<file path="src/hw/rtl/nwt_pkg.sv">
// Shared types, constants and command/status structs for the number-to-word token block.
`default_nettype none

package nwt_pkg;

	localparam int VALUE_W       = 40;
	localparam int DIGITS        = 13;
	localparam int BCD_W         = DIGITS * 4;
	localparam int BITS_PER_STEP = 4;
	localparam int NSTEP         = VALUE_W / BITS_PER_STEP;
	localparam int CNT_W         = $clog2(NSTEP + 1);
	localparam int KIND_W        = 3;
	localparam int INDEX_W       = 5;

	localparam logic [INDEX_W-1:0] TEEN_BASE = INDEX_W'(10);
	localparam logic [INDEX_W-1:0] TENS_BASE = INDEX_W'(18);

	typedef logic [3:0] digit_t;

	typedef enum logic [KIND_W-1:0] {
		KIND_NUM      = 3'd0,
		KIND_AND      = 3'd1,
		KIND_HUNDRED  = 3'd2,
		KIND_THOUSAND = 3'd3,
		KIND_MILLION  = 3'd4,
		KIND_BILLION  = 3'd5
	} kind_t;

	// Digit groups in spoken order; GRP_BT is the thousands digit of the billions count.
	typedef enum logic [2:0] {
		GRP_BT,
		GRP_B,
		GRP_M,
		GRP_T,
		GRP_U
	} grp_t;

	typedef enum logic [1:0] {
		IDX_HUN,
		IDX_TENS,
		IDX_UNIT
	} idx_sel_t;

	typedef enum logic [2:0] {
		ST_IDLE,
		ST_CONV,
		ST_LEAD,
		ST_HWORD,
		ST_TENS,
		ST_UNIT,
		ST_SCALE,
		ST_AND
	} state_t;

	typedef struct packed {
		logic     load;
		logic     conv_step;
		logic     tok_load;
		kind_t    kind;
		idx_sel_t idx_sel;
		grp_t     grp;
		logic     last;
	} nwt_cmd_t;

	typedef struct packed {
		logic out_free;
		logic h_nz;
		logic t_ge2;
		logic tu_zero;
		logic u_zero;
		logic rest_zero;
		logic rest_lt100;
		logic b_top;
		logic b_low_nz;
		logic m_nz;
		logic th_nz;
	} nwt_sts_t;

endpackage

`default_nettype wire

</file>
<file path="src/hw/rtl/nwt_ifs.sv">
// Valid/ready channel interfaces for number words in and tokens out.
`default_nettype none

interface nwt_num_if;
	logic                        valid;
	logic                        ready;
	logic [nwt_pkg::VALUE_W-1:0] value;
	logic                        ordinal;

	modport source(output valid, output value, output ordinal, input ready);
	modport sink(input valid, input value, input ordinal, output ready);
endinterface

interface nwt_tok_if;
	logic                        valid;
	logic                        ready;
	logic [nwt_pkg::KIND_W-1:0]  word_kind;
	logic [nwt_pkg::INDEX_W-1:0] word_index;
	logic                        ordinal_form;
	logic                        last_word;

	modport source(output valid, output word_kind, output word_index,
		output ordinal_form, output last_word, input ready);
	modport sink(input valid, input word_kind, input word_index,
		input ordinal_form, input last_word, output ready);
endinterface

`default_nettype wire

</file>
<file path="src/hw/rtl/nwt_dp.sv">
// Datapath: binary to BCD conversion, digit group selection and token output register.
`default_nettype none

module nwt_dp (
	input  logic                        clk,
	input  logic                        arst_n,
	input  logic [nwt_pkg::VALUE_W-1:0] value,
	input  logic                        ordinal,
	input  nwt_pkg::nwt_cmd_t           cmd,
	output nwt_pkg::nwt_sts_t           sts,
	output logic                        tok_valid,
	input  logic                        tok_ready,
	output logic [nwt_pkg::KIND_W-1:0]  word_kind,
	output logic [nwt_pkg::INDEX_W-1:0] word_index,
	output logic                        ordinal_form,
	output logic                        last_word
);

	logic [nwt_pkg::VALUE_W-1:0] bin_q;
	logic [nwt_pkg::BCD_W-1:0]   bcd_q;
	logic                        ord_q;
	logic [nwt_pkg::VALUE_W-1:0] bin_n;
	logic [nwt_pkg::BCD_W-1:0]   bcd_n;

	logic                        out_valid_q;
	nwt_pkg::kind_t              kind_q;
	logic [nwt_pkg::INDEX_W-1:0] index_q;
	logic                        ordf_q;
	logic                        last_q;

	nwt_pkg::digit_t d [nwt_pkg::DIGITS];
	nwt_pkg::digit_t gh, gt, gu;
	logic g0_nz, g1_nz, hmode;
	logic [nwt_pkg::INDEX_W-1:0] idx;

	// Double dabble, several bits per cycle.
	always_comb begin
		bcd_n = bcd_q;
		bin_n = bin_q;
		for (int s = 0; s < nwt_pkg::BITS_PER_STEP; s++) begin
			for (int i = 0; i < nwt_pkg::DIGITS; i++) begin
				if (bcd_n[4*i +: 4] >= 4'd5) begin
					bcd_n[4*i +: 4] = bcd_n[4*i +: 4] + 4'd3;
				end
			end
			bcd_n = {bcd_n[nwt_pkg::BCD_W-2:0], bin_n[nwt_pkg::VALUE_W-1]};
			bin_n = {bin_n[nwt_pkg::VALUE_W-2:0], 1'b0};
		end
	end

	always_ff @(posedge clk) begin
		if (cmd.load) begin
			bin_q <= value;
			bcd_q <= '0;
			ord_q <= ordinal;
		end else if (cmd.conv_step) begin
			bin_q <= bin_n;
			bcd_q <= bcd_n;
		end
	end

	always_comb begin
		for (int i = 0; i < nwt_pkg::DIGITS; i++) begin
			d[i] = bcd_q[4*i +: 4];
		end
	end

	assign g0_nz = |{d[2], d[1], d[0]};
	assign g1_nz = |{d[5], d[4], d[3]};
	// 1100..1999 in the low six digits: read in hundreds
	assign hmode = (d[5] == 4'd0) && (d[4] == 4'd0) && (d[3] == 4'd1) && (d[2] != 4'd0);

	always_comb begin
		case (cmd.grp)
			nwt_pkg::GRP_BT: begin
				gh = '0;   gt = '0;    gu = d[12];
			end
			nwt_pkg::GRP_B: begin
				gh = d[11]; gt = d[10]; gu = d[9];
			end
			nwt_pkg::GRP_M: begin
				gh = d[8];  gt = d[7];  gu = d[6];
			end
			nwt_pkg::GRP_T: begin
				gh = d[5];  gt = d[4];  gu = d[3];
			end
			default: begin
				gh = d[2];  gt = d[1];  gu = d[0];
			end
		endcase
	end

	always_comb begin
		sts          = '0;
		sts.out_free = !out_valid_q || tok_ready;
		sts.h_nz     = gh != 4'd0;
		sts.t_ge2    = gt >= 4'd2;
		sts.tu_zero  = (gt == 4'd0) && (gu == 4'd0);
		sts.u_zero   = gu == 4'd0;
		sts.b_top    = d[12] != 4'd0;
		sts.b_low_nz = |{d[11], d[10], d[9]};
		sts.m_nz     = |{d[8], d[7], d[6]};
		sts.th_nz    = g1_nz && !hmode;
		case (cmd.grp)
			nwt_pkg::GRP_BT: begin
				sts.rest_zero  = !sts.b_low_nz;
				sts.rest_lt100 = d[11] == 4'd0;
			end
			nwt_pkg::GRP_B: begin
				sts.rest_zero  = !(sts.m_nz || g1_nz || g0_nz);
				sts.rest_lt100 = !(sts.m_nz || g1_nz || (d[2] != 4'd0));
			end
			nwt_pkg::GRP_M: begin
				sts.rest_zero  = !(g1_nz || g0_nz);
				sts.rest_lt100 = !(g1_nz || (d[2] != 4'd0));
			end
			nwt_pkg::GRP_T: begin
				sts.rest_zero  = !g0_nz;
				sts.rest_lt100 = d[2] == 4'd0;
			end
			default: begin
				sts.rest_zero  = 1'b1;
				sts.rest_lt100 = 1'b1;
			end
		endcase
	end

	always_comb begin
		case (cmd.idx_sel)
			nwt_pkg::IDX_HUN: begin
				idx = ((cmd.grp == nwt_pkg::GRP_U) && hmode) ?
					nwt_pkg::TEEN_BASE + {1'b0, gh} : {1'b0, gh};
			end
			nwt_pkg::IDX_TENS: begin
				idx = nwt_pkg::TENS_BASE + {1'b0, gt};
			end
			nwt_pkg::IDX_UNIT: begin
				idx = (gt == 4'd1) ? nwt_pkg::TEEN_BASE + {1'b0, gu} : {1'b0, gu};
			end
			default: begin
				idx = '0;
			end
		endcase
	end

	always_ff @(posedge clk or negedge arst_n) begin
		if (!arst_n) begin
			out_valid_q <= 1'b0;
		end else if (cmd.tok_load) begin
			out_valid_q <= 1'b1;
		end else if (tok_ready) begin
			out_valid_q <= 1'b0;
		end
	end

	always_ff @(posedge clk) begin
		if (cmd.tok_load) begin
			kind_q  <= cmd.kind;
			index_q <= (cmd.kind == nwt_pkg::KIND_NUM) ? idx : '0;
			ordf_q  <= cmd.last && ord_q;
			last_q  <= cmd.last;
		end
	end

	assign tok_valid    = out_valid_q;
	assign word_kind    = kind_q;
	assign word_index   = index_q;
	assign ordinal_form = ordf_q;
	assign last_word    = last_q;

endmodule

`default_nettype wire

</file>
<file path="src/hw/rtl/nwt_ctrl.sv">
// Controller: sequences conversion and digit groups, one token per cycle unless stalled.
`default_nettype none

module nwt_ctrl (
	input  logic              clk,
	input  logic              arst_n,
	input  logic              in_valid,
	output logic              in_ready,
	input  nwt_pkg::nwt_sts_t sts,
	output nwt_pkg::nwt_cmd_t cmd
);

	nwt_pkg::state_t           state_q, state_d;
	nwt_pkg::grp_t             grp_q, grp_d;
	logic [nwt_pkg::CNT_W-1:0] cnt_q, cnt_d;
	nwt_pkg::grp_t             first_grp, next_grp;
	nwt_pkg::state_t           grp_end_st;
	logic                      conv_done;

	assign conv_done  = cnt_q == nwt_pkg::CNT_W'(nwt_pkg::NSTEP);
	assign grp_end_st = (grp_q == nwt_pkg::GRP_U) ? nwt_pkg::ST_IDLE : nwt_pkg::ST_SCALE;

	always_comb begin
		if (sts.b_top) begin
			first_grp = nwt_pkg::GRP_BT;
		end else if (sts.b_low_nz) begin
			first_grp = nwt_pkg::GRP_B;
		end else if (sts.m_nz) begin
			first_grp = nwt_pkg::GRP_M;
		end else if (sts.th_nz) begin
			first_grp = nwt_pkg::GRP_T;
		end else begin
			first_grp = nwt_pkg::GRP_U;
		end
	end

	always_comb begin
		case (grp_q)
			nwt_pkg::GRP_BT: next_grp = nwt_pkg::GRP_B;
			nwt_pkg::GRP_B: begin
				if (sts.m_nz) begin
					next_grp = nwt_pkg::GRP_M;
				end else if (sts.th_nz) begin
					next_grp = nwt_pkg::GRP_T;
				end else begin
					next_grp = nwt_pkg::GRP_U;
				end
			end
			nwt_pkg::GRP_M: next_grp = sts.th_nz ? nwt_pkg::GRP_T : nwt_pkg::GRP_U;
			default: next_grp = nwt_pkg::GRP_U;
		endcase
	end

	// Next state
	always_comb begin
		state_d = state_q;
		grp_d   = grp_q;
		cnt_d   = cnt_q;
		case (state_q)
			nwt_pkg::ST_IDLE: begin
				if (in_valid) begin
					state_d = nwt_pkg::ST_CONV;
					cnt_d   = '0;
				end
			end
			nwt_pkg::ST_CONV: begin
				if (conv_done) begin
					state_d = nwt_pkg::ST_LEAD;
					grp_d   = first_grp;
				end else begin
					cnt_d = cnt_q + 1'b1;
				end
			end
			nwt_pkg::ST_LEAD: begin
				if (sts.out_free) begin
					if (sts.h_nz) begin
						state_d = nwt_pkg::ST_HWORD;
					end else if (sts.t_ge2) begin
						state_d = sts.u_zero ? grp_end_st : nwt_pkg::ST_UNIT;
					end else begin
						state_d = grp_end_st;
					end
				end
			end
			nwt_pkg::ST_HWORD: begin
				if (sts.out_free) begin
					if (sts.tu_zero) begin
						state_d = grp_end_st;
					end else if (sts.t_ge2) begin
						state_d = nwt_pkg::ST_TENS;
					end else begin
						state_d = nwt_pkg::ST_UNIT;
					end
				end
			end
			nwt_pkg::ST_TENS: begin
				if (sts.out_free) begin
					state_d = sts.u_zero ? grp_end_st : nwt_pkg::ST_UNIT;
				end
			end
			nwt_pkg::ST_UNIT: begin
				if (sts.out_free) begin
					state_d = grp_end_st;
				end
			end
			nwt_pkg::ST_SCALE: begin
				if (sts.out_free) begin
					if (sts.rest_zero) begin
						// a bare thousand in the billions count still owes its billion word
						if (grp_q == nwt_pkg::GRP_BT) begin
							grp_d = nwt_pkg::GRP_B;
						end else begin
							state_d = nwt_pkg::ST_IDLE;
						end
					end else if (sts.rest_lt100) begin
						state_d = nwt_pkg::ST_AND;
						grp_d   = (grp_q == nwt_pkg::GRP_BT) ? nwt_pkg::GRP_B : nwt_pkg::GRP_U;
					end else begin
						state_d = nwt_pkg::ST_LEAD;
						grp_d   = next_grp;
					end
				end
			end
			nwt_pkg::ST_AND: begin
				if (sts.out_free) begin
					state_d = nwt_pkg::ST_LEAD;
				end
			end
			default: begin
				state_d = nwt_pkg::ST_IDLE;
			end
		endcase
	end

	// Outputs
	always_comb begin
		cmd         = '0;
		cmd.grp     = grp_q;
		cmd.kind    = nwt_pkg::KIND_NUM;
		cmd.idx_sel = nwt_pkg::IDX_UNIT;
		in_ready    = state_q == nwt_pkg::ST_IDLE;
		case (state_q)
			nwt_pkg::ST_IDLE: begin
				cmd.load = in_valid;
			end
			nwt_pkg::ST_CONV: begin
				cmd.conv_step = !conv_done;
			end
			nwt_pkg::ST_LEAD: begin
				cmd.tok_load = sts.out_free;
				if (sts.h_nz) begin
					cmd.idx_sel = nwt_pkg::IDX_HUN;
				end else if (sts.t_ge2) begin
					cmd.idx_sel = nwt_pkg::IDX_TENS;
				end
			end
			nwt_pkg::ST_HWORD: begin
				cmd.tok_load = sts.out_free;
				cmd.kind     = nwt_pkg::KIND_HUNDRED;
			end
			nwt_pkg::ST_TENS: begin
				cmd.tok_load = sts.out_free;
				cmd.idx_sel  = nwt_pkg::IDX_TENS;
			end
			nwt_pkg::ST_UNIT: begin
				cmd.tok_load = sts.out_free;
			end
			nwt_pkg::ST_SCALE: begin
				cmd.tok_load = sts.out_free;
				case (grp_q)
					nwt_pkg::GRP_B: cmd.kind = nwt_pkg::KIND_BILLION;
					nwt_pkg::GRP_M: cmd.kind = nwt_pkg::KIND_MILLION;
					default:        cmd.kind = nwt_pkg::KIND_THOUSAND;
				endcase
			end
			nwt_pkg::ST_AND: begin
				cmd.tok_load = sts.out_free;
				cmd.kind     = nwt_pkg::KIND_AND;
			end
			default: begin
				cmd.load = 1'b0;
			end
		endcase
		cmd.last = cmd.tok_load && (state_d == nwt_pkg::ST_IDLE);
	end

	always_ff @(posedge clk or negedge arst_n) begin
		if (!arst_n) begin
			state_q <= nwt_pkg::ST_IDLE;
			grp_q   <= nwt_pkg::GRP_U;
			cnt_q   <= '0;
		end else begin
			state_q <= state_d;
			grp_q   <= grp_d;
			cnt_q   <= cnt_d;
		end
	end

	a_load_free: assert property (@(posedge clk) disable iff (!arst_n)
		cmd.tok_load |-> sts.out_free)
		else $error("token loaded while output register busy");

	a_and_not_last: assert property (@(posedge clk) disable iff (!arst_n)
		(cmd.tok_load && (cmd.kind == nwt_pkg::KIND_AND)) |-> !cmd.last)
		else $error("and marked as last word");

	a_cnt_bound: assert property (@(posedge clk) disable iff (!arst_n)
		(state_q == nwt_pkg::ST_CONV) |-> (cnt_q <= nwt_pkg::CNT_W'(nwt_pkg::NSTEP)))
		else $error("conversion counter overran");

	a_start_conv: assert property (@(posedge clk) disable iff (!arst_n)
		((state_q == nwt_pkg::ST_IDLE) && in_valid) |=>
		((state_q == nwt_pkg::ST_CONV) && (cnt_q == '0)))
		else $error("accepted word did not start conversion");

	a_and_target: assert property (@(posedge clk) disable iff (!arst_n)
		(state_q == nwt_pkg::ST_AND) |-> ((grp_q == nwt_pkg::GRP_B) || (grp_q == nwt_pkg::GRP_U)))
		else $error("and followed by wrong group");

endmodule

`default_nettype wire

</file>
<file path="src/hw/rtl/number_to_word_tokens.sv">
// Number to English word tokens: reads a whole number as a stream of word tokens.
//
// Input channel num carries one word: value (40 bits) and ordinal. Output channel tok
// carries one token per word: word_kind, word_index, ordinal_form and last_word, which
// marks the final token of a number. A number gives 1 to 20 tokens.
// After acceptance the value goes through a binary to BCD converter that takes 4 bits
// per cycle, then a decision step that picks the first digit group; from there the
// sequencer puts out one token per cycle while the receiver keeps up.
// num.ready is high only while the sequencer is idle; it rises again as soon as the
// last token enters the output register, so the next number is taken while that token
// still waits. When the receiver holds tok.ready low the output register keeps its
// token and the sequencer waits on it.
// Reset (arst_n low) empties the output register and returns the sequencer to idle.
`default_nettype none

module number_to_word_tokens (
	input logic         clk,
	input logic         arst_n,
	nwt_num_if.sink     num,
	nwt_tok_if.source   tok
);

	nwt_pkg::nwt_cmd_t cmd;
	nwt_pkg::nwt_sts_t sts;
	logic              ready;

	nwt_ctrl u_ctrl (
		.clk      (clk),
		.arst_n   (arst_n),
		.in_valid (num.valid),
		.in_ready (ready),
		.sts      (sts),
		.cmd      (cmd)
	);

	nwt_dp u_dp (
		.clk          (clk),
		.arst_n       (arst_n),
		.value        (num.value),
		.ordinal      (num.ordinal),
		.cmd          (cmd),
		.sts          (sts),
		.tok_valid    (tok.valid),
		.tok_ready    (tok.ready),
		.word_kind    (tok.word_kind),
		.word_index   (tok.word_index),
		.ordinal_form (tok.ordinal_form),
		.last_word    (tok.last_word)
	);

	assign num.ready = ready;

endmodule

`default_nettype wire
</file>
<file path="src/flat_wrapper.sv">
// flat-port wrapper written by rule: the top's interface ports become plain ports
module number_to_word_tokens_flat 
  (clk, arst_n, num_valid, num_value, num_ordinal, num_ready, tok_valid, tok_word_kind, tok_word_index, tok_ordinal_form, tok_last_word, tok_ready);
  nwt_num_if num_i ();
  nwt_tok_if tok_i ();
  input logic clk;
  input logic arst_n;
  input wire logic [$bits(num_i.valid)-1:0] num_valid;
  input wire logic [$bits(num_i.value)-1:0] num_value;
  input wire logic [$bits(num_i.ordinal)-1:0] num_ordinal;
  output wire logic [$bits(num_i.ready)-1:0] num_ready;
  output wire logic [$bits(tok_i.valid)-1:0] tok_valid;
  output wire logic [$bits(tok_i.word_kind)-1:0] tok_word_kind;
  output wire logic [$bits(tok_i.word_index)-1:0] tok_word_index;
  output wire logic [$bits(tok_i.ordinal_form)-1:0] tok_ordinal_form;
  output wire logic [$bits(tok_i.last_word)-1:0] tok_last_word;
  input wire logic [$bits(tok_i.ready)-1:0] tok_ready;
  assign num_i.valid = num_valid;
  assign num_i.value = num_value;
  assign num_i.ordinal = num_ordinal;
  assign num_ready = num_i.ready;
  assign tok_valid = tok_i.valid;
  assign tok_word_kind = tok_i.word_kind;
  assign tok_word_index = tok_i.word_index;
  assign tok_ordinal_form = tok_i.ordinal_form;
  assign tok_last_word = tok_i.last_word;
  assign tok_i.ready = tok_ready;
  number_to_word_tokens u_core (.clk(clk), .arst_n(arst_n), .num(num_i), .tok(tok_i));
endmodule
</file>
<file path="config.mk">
export PLATFORM = sky130hd
export DESIGN_NAME = number_to_word_tokens_flat
export DESIGN_NICKNAME = d
export VERILOG_FILES = /design/src/hw/rtl/nwt_pkg.sv /design/src/hw/rtl/nwt_ifs.sv /design/src/hw/rtl/nwt_dp.sv /design/src/hw/rtl/nwt_ctrl.sv /design/src/hw/rtl/number_to_word_tokens.sv /design/src/flat_wrapper.sv
export SDC_FILE = /design/constraint.sdc
export NUM_CORES = 1
export LEC_CHECK = 0
export BUFFER_PORTS_ARGS = -buffer_cell sky130_fd_sc_hd__buf_2
export CAP_MARGIN = 20
export CORE_ASPECT_RATIO = 0.75
export CORE_MARGIN = 1
export CORE_UTILIZATION = 35
export DETAILED_ROUTE_END_ITERATION = 8
export HOLD_SLACK_MARGIN = 0.03
export PLACE_DENSITY = 0.55
export SETUP_SLACK_MARGIN = 0.05
export SLEW_MARGIN = 20
export SYNTH_ARGS = -nofsm -noshare
export SYNTH_HDL_FRONTEND = slang
export SYNTH_SLANG_ARGS = --single-unit
export TNS_END_PERCENT = 100
</file>
<file path="constraint.sdc">
create_clock -name clk -period 5.2 [get_ports clk]
set_clock_uncertainty 0.1 [all_clocks]
set_input_delay 1.04 -clock clk [delete_from_list [all_inputs] [get_ports clk]]
set_output_delay 1.04 -clock clk [all_outputs]
set_load 0.03 [all_outputs]
</file>
# == Word-level counts from Yosys, hierarchy flattened ==
# Index checks and enable logic that the tools add are counted.
# word_totals
in_bits,45
out_inout_bits,12
register_bits,114
elab_cells,293
# classes
order_cmp,53
muxes,104
n_addsub,56
n_eq_ne,21
n_reduce_logical,48
# ops
cell,n
"4-bit by 3-bit >= comparator with 1-bit output, second input constant",52
4-bit 2-to-1 mux,50
"4-bit by 2-bit adder with 4-bit output, second input constant",48
3-bit 2-to-1 mux,30
40-bit 2-to-1 mux,2
4-bit one-hot mux with 4 select lines,3
12-bit OR reduction,4
4-bit logical NOT,6
3-bit one-hot mux with 8 select lines,1
3-bit one-hot mux with 3 select lines,2
"3-bit equality test, second input constant",5
5-bit one-hot mux with 3 select lines,1
"3-bit by 2-bit adder with 3-bit output, second input constant",4
"3-bit by 2-bit equality test with 1-bit output, second input constant",4
3-bit logical NOT,4
3-bit one-hot mux with 2 select lines,2
4-bit nonzero test,3
"4-bit by 4-bit adder with 5-bit output, first input constant",2
5-bit 2-to-1 mux,2
1-bit logical NOT,9
"4-bit by 1-bit equality test with 1-bit output, second input constant",2
1-bit logical AND,8
2-bit one-hot mux with 4 select lines,1
4-bit one-hot mux with 2 select lines,1
other kinds (19),36

# == Depth between registers and ports, before layout ==
# logic_depth
depth_word,13
ltp_mapped,25
depth_no_buf,24

# == Modules after synthesis ==
# Synthesis repeated with hierarchy kept, for this count alone.
# unflattened
cells_unflattened,1515
hier_area_um2,12134.1
# modules_own_cells
module,seq_area_each_um2,area_per_inst_um2,instances,cells_each
nwt_dp,2597.5,11106.9,1,1382
nwt_ctrl,251.5,1027.2,1,133

# == Least setup slack after synthesis ==
# No wires, ideal clock.
# synth_timing
kind,register to register
from,register u_core.u_dp.bcd_q[1] (netlist bit)
to,register u_core.u_dp.bcd_q[2] (netlist bit)
stages_incl_launch_ff,22
setup_time_ns,0.117
required_ns,4.983
path_slack_ns,0.682
arrival_ns,4.301
period_less_slack_ns,4.518
n_path_buf,0
cell_sequence,dfxtp_1 inv_1 ha_1 and2b_1 o21ai_0 or2_2 ha_1 nor2b_1 o31ai_1 xnor2_1 ha_1 nor2b_1 nor2_1 o32ai_1 nor2b_1 nor2_1 xnor2_1 ha_1 nor2b_1 o31a_1 mux2i_1 a22o_1
# synth_via
elab_chain_len,8
word_cells_on_any_way,12
cone_classes,add/sub (4); order compare (4); mux (4)
# synth_lines
element,line,text
"start, declared",nwt_dp.sv:20,logic [nwt_pkg::BCD_W-1:0] bcd_q;
"start signal, assigned",nwt_dp.sv:58,bcd_q <= bcd_n;
4-bit by 2-bit adder with 4-bit output or 4-bit by 3-bit >= comparator with 1-bit output (tied branches),"nwt_dp.sv:43, nwt_dp.sv:42",
4-bit 2-to-1 mux *,nwt_dp.sv:42,if (bcd_n[4*i +: 4] >= 4'd5) begin
4-bit by 2-bit adder with 4-bit output or 4-bit by 3-bit >= comparator with 1-bit output (tied branches),"nwt_dp.sv:43, nwt_dp.sv:42",
4-bit 2-to-1 mux *,nwt_dp.sv:42,
4-bit by 3-bit >= comparator with 1-bit output or 4-bit by 2-bit adder with 4-bit output (tied branches),"nwt_dp.sv:42, nwt_dp.sv:43",
4-bit 2-to-1 mux *,nwt_dp.sv:42,
4-bit by 2-bit adder with 4-bit output or 4-bit by 3-bit >= comparator with 1-bit output (tied branches),"nwt_dp.sv:43, nwt_dp.sv:42",
4-bit 2-to-1 mux *,nwt_dp.sv:42,
# Every way passes the cells marked *; elsewhere a longest branch is shown, timed or not.
# A chain may end at the register's enable or synchronous reset.

# == Worst setup path after layout ==
# layout_timing
from,register u_core.u_dp.bcd_q[1] (netlist bit)
to,register u_core.u_dp.bcd_q[6] (netlist bit)
# layout_via
elab_chain_len,8
word_cells_on_any_way,18
cone_classes,add/sub (6); order compare (6); mux (6)
# layout_lines
element,line
4-bit by 2-bit adder with 4-bit output or 4-bit by 3-bit >= comparator with 1-bit output (tied branches),"nwt_dp.sv:43, nwt_dp.sv:42"
4-bit 2-to-1 mux *,nwt_dp.sv:42
4-bit by 2-bit adder with 4-bit output or 4-bit by 3-bit >= comparator with 1-bit output (tied branches),"nwt_dp.sv:43, nwt_dp.sv:42"
4-bit 2-to-1 mux,nwt_dp.sv:42
4-bit by 2-bit adder with 4-bit output or 4-bit by 3-bit >= comparator with 1-bit output (tied branches),"nwt_dp.sv:43, nwt_dp.sv:42"
4-bit 2-to-1 mux,nwt_dp.sv:42
4-bit by 2-bit adder with 4-bit output or 4-bit by 3-bit >= comparator with 1-bit output (tied branches),"nwt_dp.sv:43, nwt_dp.sv:42"
4-bit 2-to-1 mux *,nwt_dp.sv:42
# Marks and branches as above.

==> reports/metrics.yaml <==
drt:
  via_per_inst: 5.40
  first_pass_iters: 9
  vias: 10869
  first_iter_violations: 847
  drtAntennaViolNets: 0
  wirelength_microns: 32200
  drc_errors: 0
  wire_per_inst_microns: 16.0
sta:
  final-hold-violation-count: 0
  slew_headroom_pct: 34.4
  period_minus_slack_ps: 4870
  max_clock_freq_ghz: 0.205
  tightest_slew_ps: 980
  final-setup-viol-count: 0
  fin_crit_sh_pct: 93.6
  slew_violations: 0
die:
  die_w_microns: 216
  die_area_sq_mm: 0.0350
  core_region_area_sq_mm: 0.0336
  start_util_pct: 35.6
  die_h_microns: 162
  io_pins: 57
  placementRows: 58
clock_tree:
  cts_inserted_buffers: 17
  insertion_delay_ps: 450
  cts.clk_slew.worst_paths_ps: 60
  cts_tree: "done"
  cts-hold-fix-buffers: 0
  cts-root-buf: "clkbuf_16"
  h-tree-depth: 4
  cts.sinks: 114
  clk_path_buf_depth: 2
placed_design:
  hpwl_microns: 24100
  dpl.cell_count: 1975
  globalplace.congestion: 0.910
  postPlaceCellArea_sq_mm: 0.0127
  portBuffers: 56
synthesis:
  synth_nets: 1671
  yosysUniqueCellTypes: 88
  synth_area_per_cell_sq_um: 7.95
  syn_inst: 1505
  synth_enable_flop_cells: 51
  ys_seq_area_share_pct: 23.8
  synthesis.area_sq_mm: 0.0120
  async_flop_share_pct: 9.65
  ys_warn_count: 0
  ys_ff_latch: 114
  synth_flop_cell: "dfxtp_1"
global_routing:
  grt_max_degree: 50
  grt_pass1_wl_microns: 51500
  antenna_found_initial: 0
  grt-ovfl-total: 0
  grt_pass1_vias: 9922
  track_usage_pct: 18.3
final_layout:
  layout_commonest_cell: "nand2_1"
  nets: 1714
  mostFrequentLayoutCells: "nand2_1, ha_1, inv_1"
  syn_to_final_growth_pct: 12.8
  diodes: 0
  stdcell_count: 2011
  postLayoutCellArea_sq_mm: 0.0135
  nFillCells: 3410
  drive_gt1_share_pct: 12.9
worst_setup_path:
  arrival_ps: 5150
  startpoint_type: "flip-flop"
  endpoint_kind: "flip-flop"
  worst-path-max-fanout: 5
  worstSetupPathType: "flip-flop to flip-flop"
  crit_start: "u_core.u_dp.bcd_q[1]"
  reg2reg_from: "u_core.u_dp.bcd_q[1]"
  worstPathRequired_ps: 5480
job:
  cap_violations: 0
worst_hold_path:
  hold_path_class: "primary input to asynchronous set/reset pin"
outcome:
  status: "complete, no violations"
## worst max-delay path: stages, from the launching register on
cell	delay, ps
dfxtp_2	370
inv_1	100
ha_1	190
and2b_1	250
o21ai_1	130
or2_2	340
ha_1	250
nor2b_1	170
or4_1	470
o211ai_1	310
inv_1	110
ha_1	230
nand2b_1	160
inv_1	60
o21ai_0	170
a21oi_1	140
nor2_2	150
xnor2_2	170
ha_2	250
nand2b_1	90
a31oi_2	260
mux2i_1	220
a22o_1	130
## synth_stat cells (11+ instances only)
cell type  number  area share, %
nand2_1       252            7.9
ha_1          121             13
inv_1         119            3.7
o21ai_0        91            3.8
a21oi_1        66            2.8
mux2i_1        60            5.0
nor2_1         59            1.8
dfxtp_1        52            8.7
edfxtp_1       51             13
clkbuf_1       45            1.4
nand2b_1       44            2.3
xnor2_1        35            2.6
nor2b_1        27            1.4
mux2_2         26            2.4
and2_1         25            1.3
o211ai_1       25            1.6
a21o_1         24            1.5
nor3_1         24            1.0
a211o_1        23            1.7
a211oi_1       20            1.3
nand3_1        19           0.79
o21a_1         18            1.1
o31ai_1        17            1.1
and3_1         16           0.84
or3_1          15           0.78
buf_2          14           0.59
nor3b_1        14           0.88
a31oi_1        13           0.68
o2111ai_1      12           0.88
a221oi_1       11           0.80
xor2_1         11           0.80
## per-layer routing
metal	vias to the layer above	global-route usage, %	wire (microns)	part of all wire (%)
met1	5148	27.3	17000	53
met4	0	3.84	277	0.86
met3	19	3.13	1320	4.1
met5	-	0	0	0
li1	5506	-	-	-
met2	196	27.1	13600	42
## sequential cells by signal, summed over array words and instances, names as in the netlist
| name | cells |
|---|---|
| u_core.u_ctrl.grp_q | 3 |
| u_core.u_dp.word_kind | 3 |
| u_core.u_dp.bin_q | 40 |
| u_core.u_dp.ord_q | 1 |
| u_core.u_ctrl.cnt_q | 4 |
| u_core.u_dp.last_word | 1 |
| u_core.u_ctrl.state_q | 3 |
| u_core.u_dp.bcd_q | 52 |
| u_core.u_dp.tok_valid | 1 |
| u_core.u_dp.word_index | 5 |
| u_core.u_dp.ordinal_form | 1 |
## cell type report
type	count	area [sq um]	area share (%)
Sequential cell	114	2850	21.1
Tap cell	450	563	4.17
Multi-Input combinational cell	1208	8510	63.1
Inverter	120	450	3.34
Timing Repair Buffer	87	513	3.80
Clock buffer	18	429	3.18
Clock inverter	14	176	1.31
## metrics by stage
stage / utilization (%) / hold WS [ps] / setup WS (ps) / TNS, ps
4_1_cts: 39.7 / 353 / 105 / 0
6_report: 40.2 / 377 / 331 / 0
5_1_grt: 40.2 / 365 / -1.75 / -1.75
3_3_place_gp: 37.9 / 395 / 283 / 0
3_5_place_dp: 37.9 / 388 / 129 / 0
2_1_floorplan: - / 318 / 682 / 0
## path summary, 6_finish.rpt
path | to | slack, ps | depth (start not counted)
setup / recovery | u_core.u_dp.bcd_q[6] | 330 | 22
hold / removal | u_core.u_ctrl.cnt_q[2] | 380 | 1
hold reg to reg | u_core.u_dp.bin_q[14] | 400 | 2
min in group clk | u_core.u_dp.bin_q[14] | 400 | 2
setup reg to reg | u_core.u_dp.bcd_q[6] | 330 | 22
max in group asynchronous | u_core.u_ctrl.grp_q[2] | 4340 | 1
## kinds of logic (layout without fill, tap and decap cells)
kind of cell / count (synthesis) / after routing / synth area share, %
AO/OA/AOI/OAI: 409 / 409 / 23.7
AND/OR/NAND/NOR: 540 / 540 / 21.9
adder cells (fa/ha/maj): 121 / 121 / 12.6
XOR/XNOR: 46 / 46 / 3.37
buffers and inverters: 183 / 239 / 6.10
flip-flops: 114 / 114 / 23.8
multiplexers: 92 / 92 / 8.52
## repair_timing
| item | in CTS | in global routing |
|---|---|---|
| setup endpoints to repair | 0 | 21 |
| gates resized for setup | 0 | 25 |
| setup buffers | 0 | 4 |
Power is not shown: default switching activity piles up to over one toggle a cycle in this logic, so the estimate is an artifact.
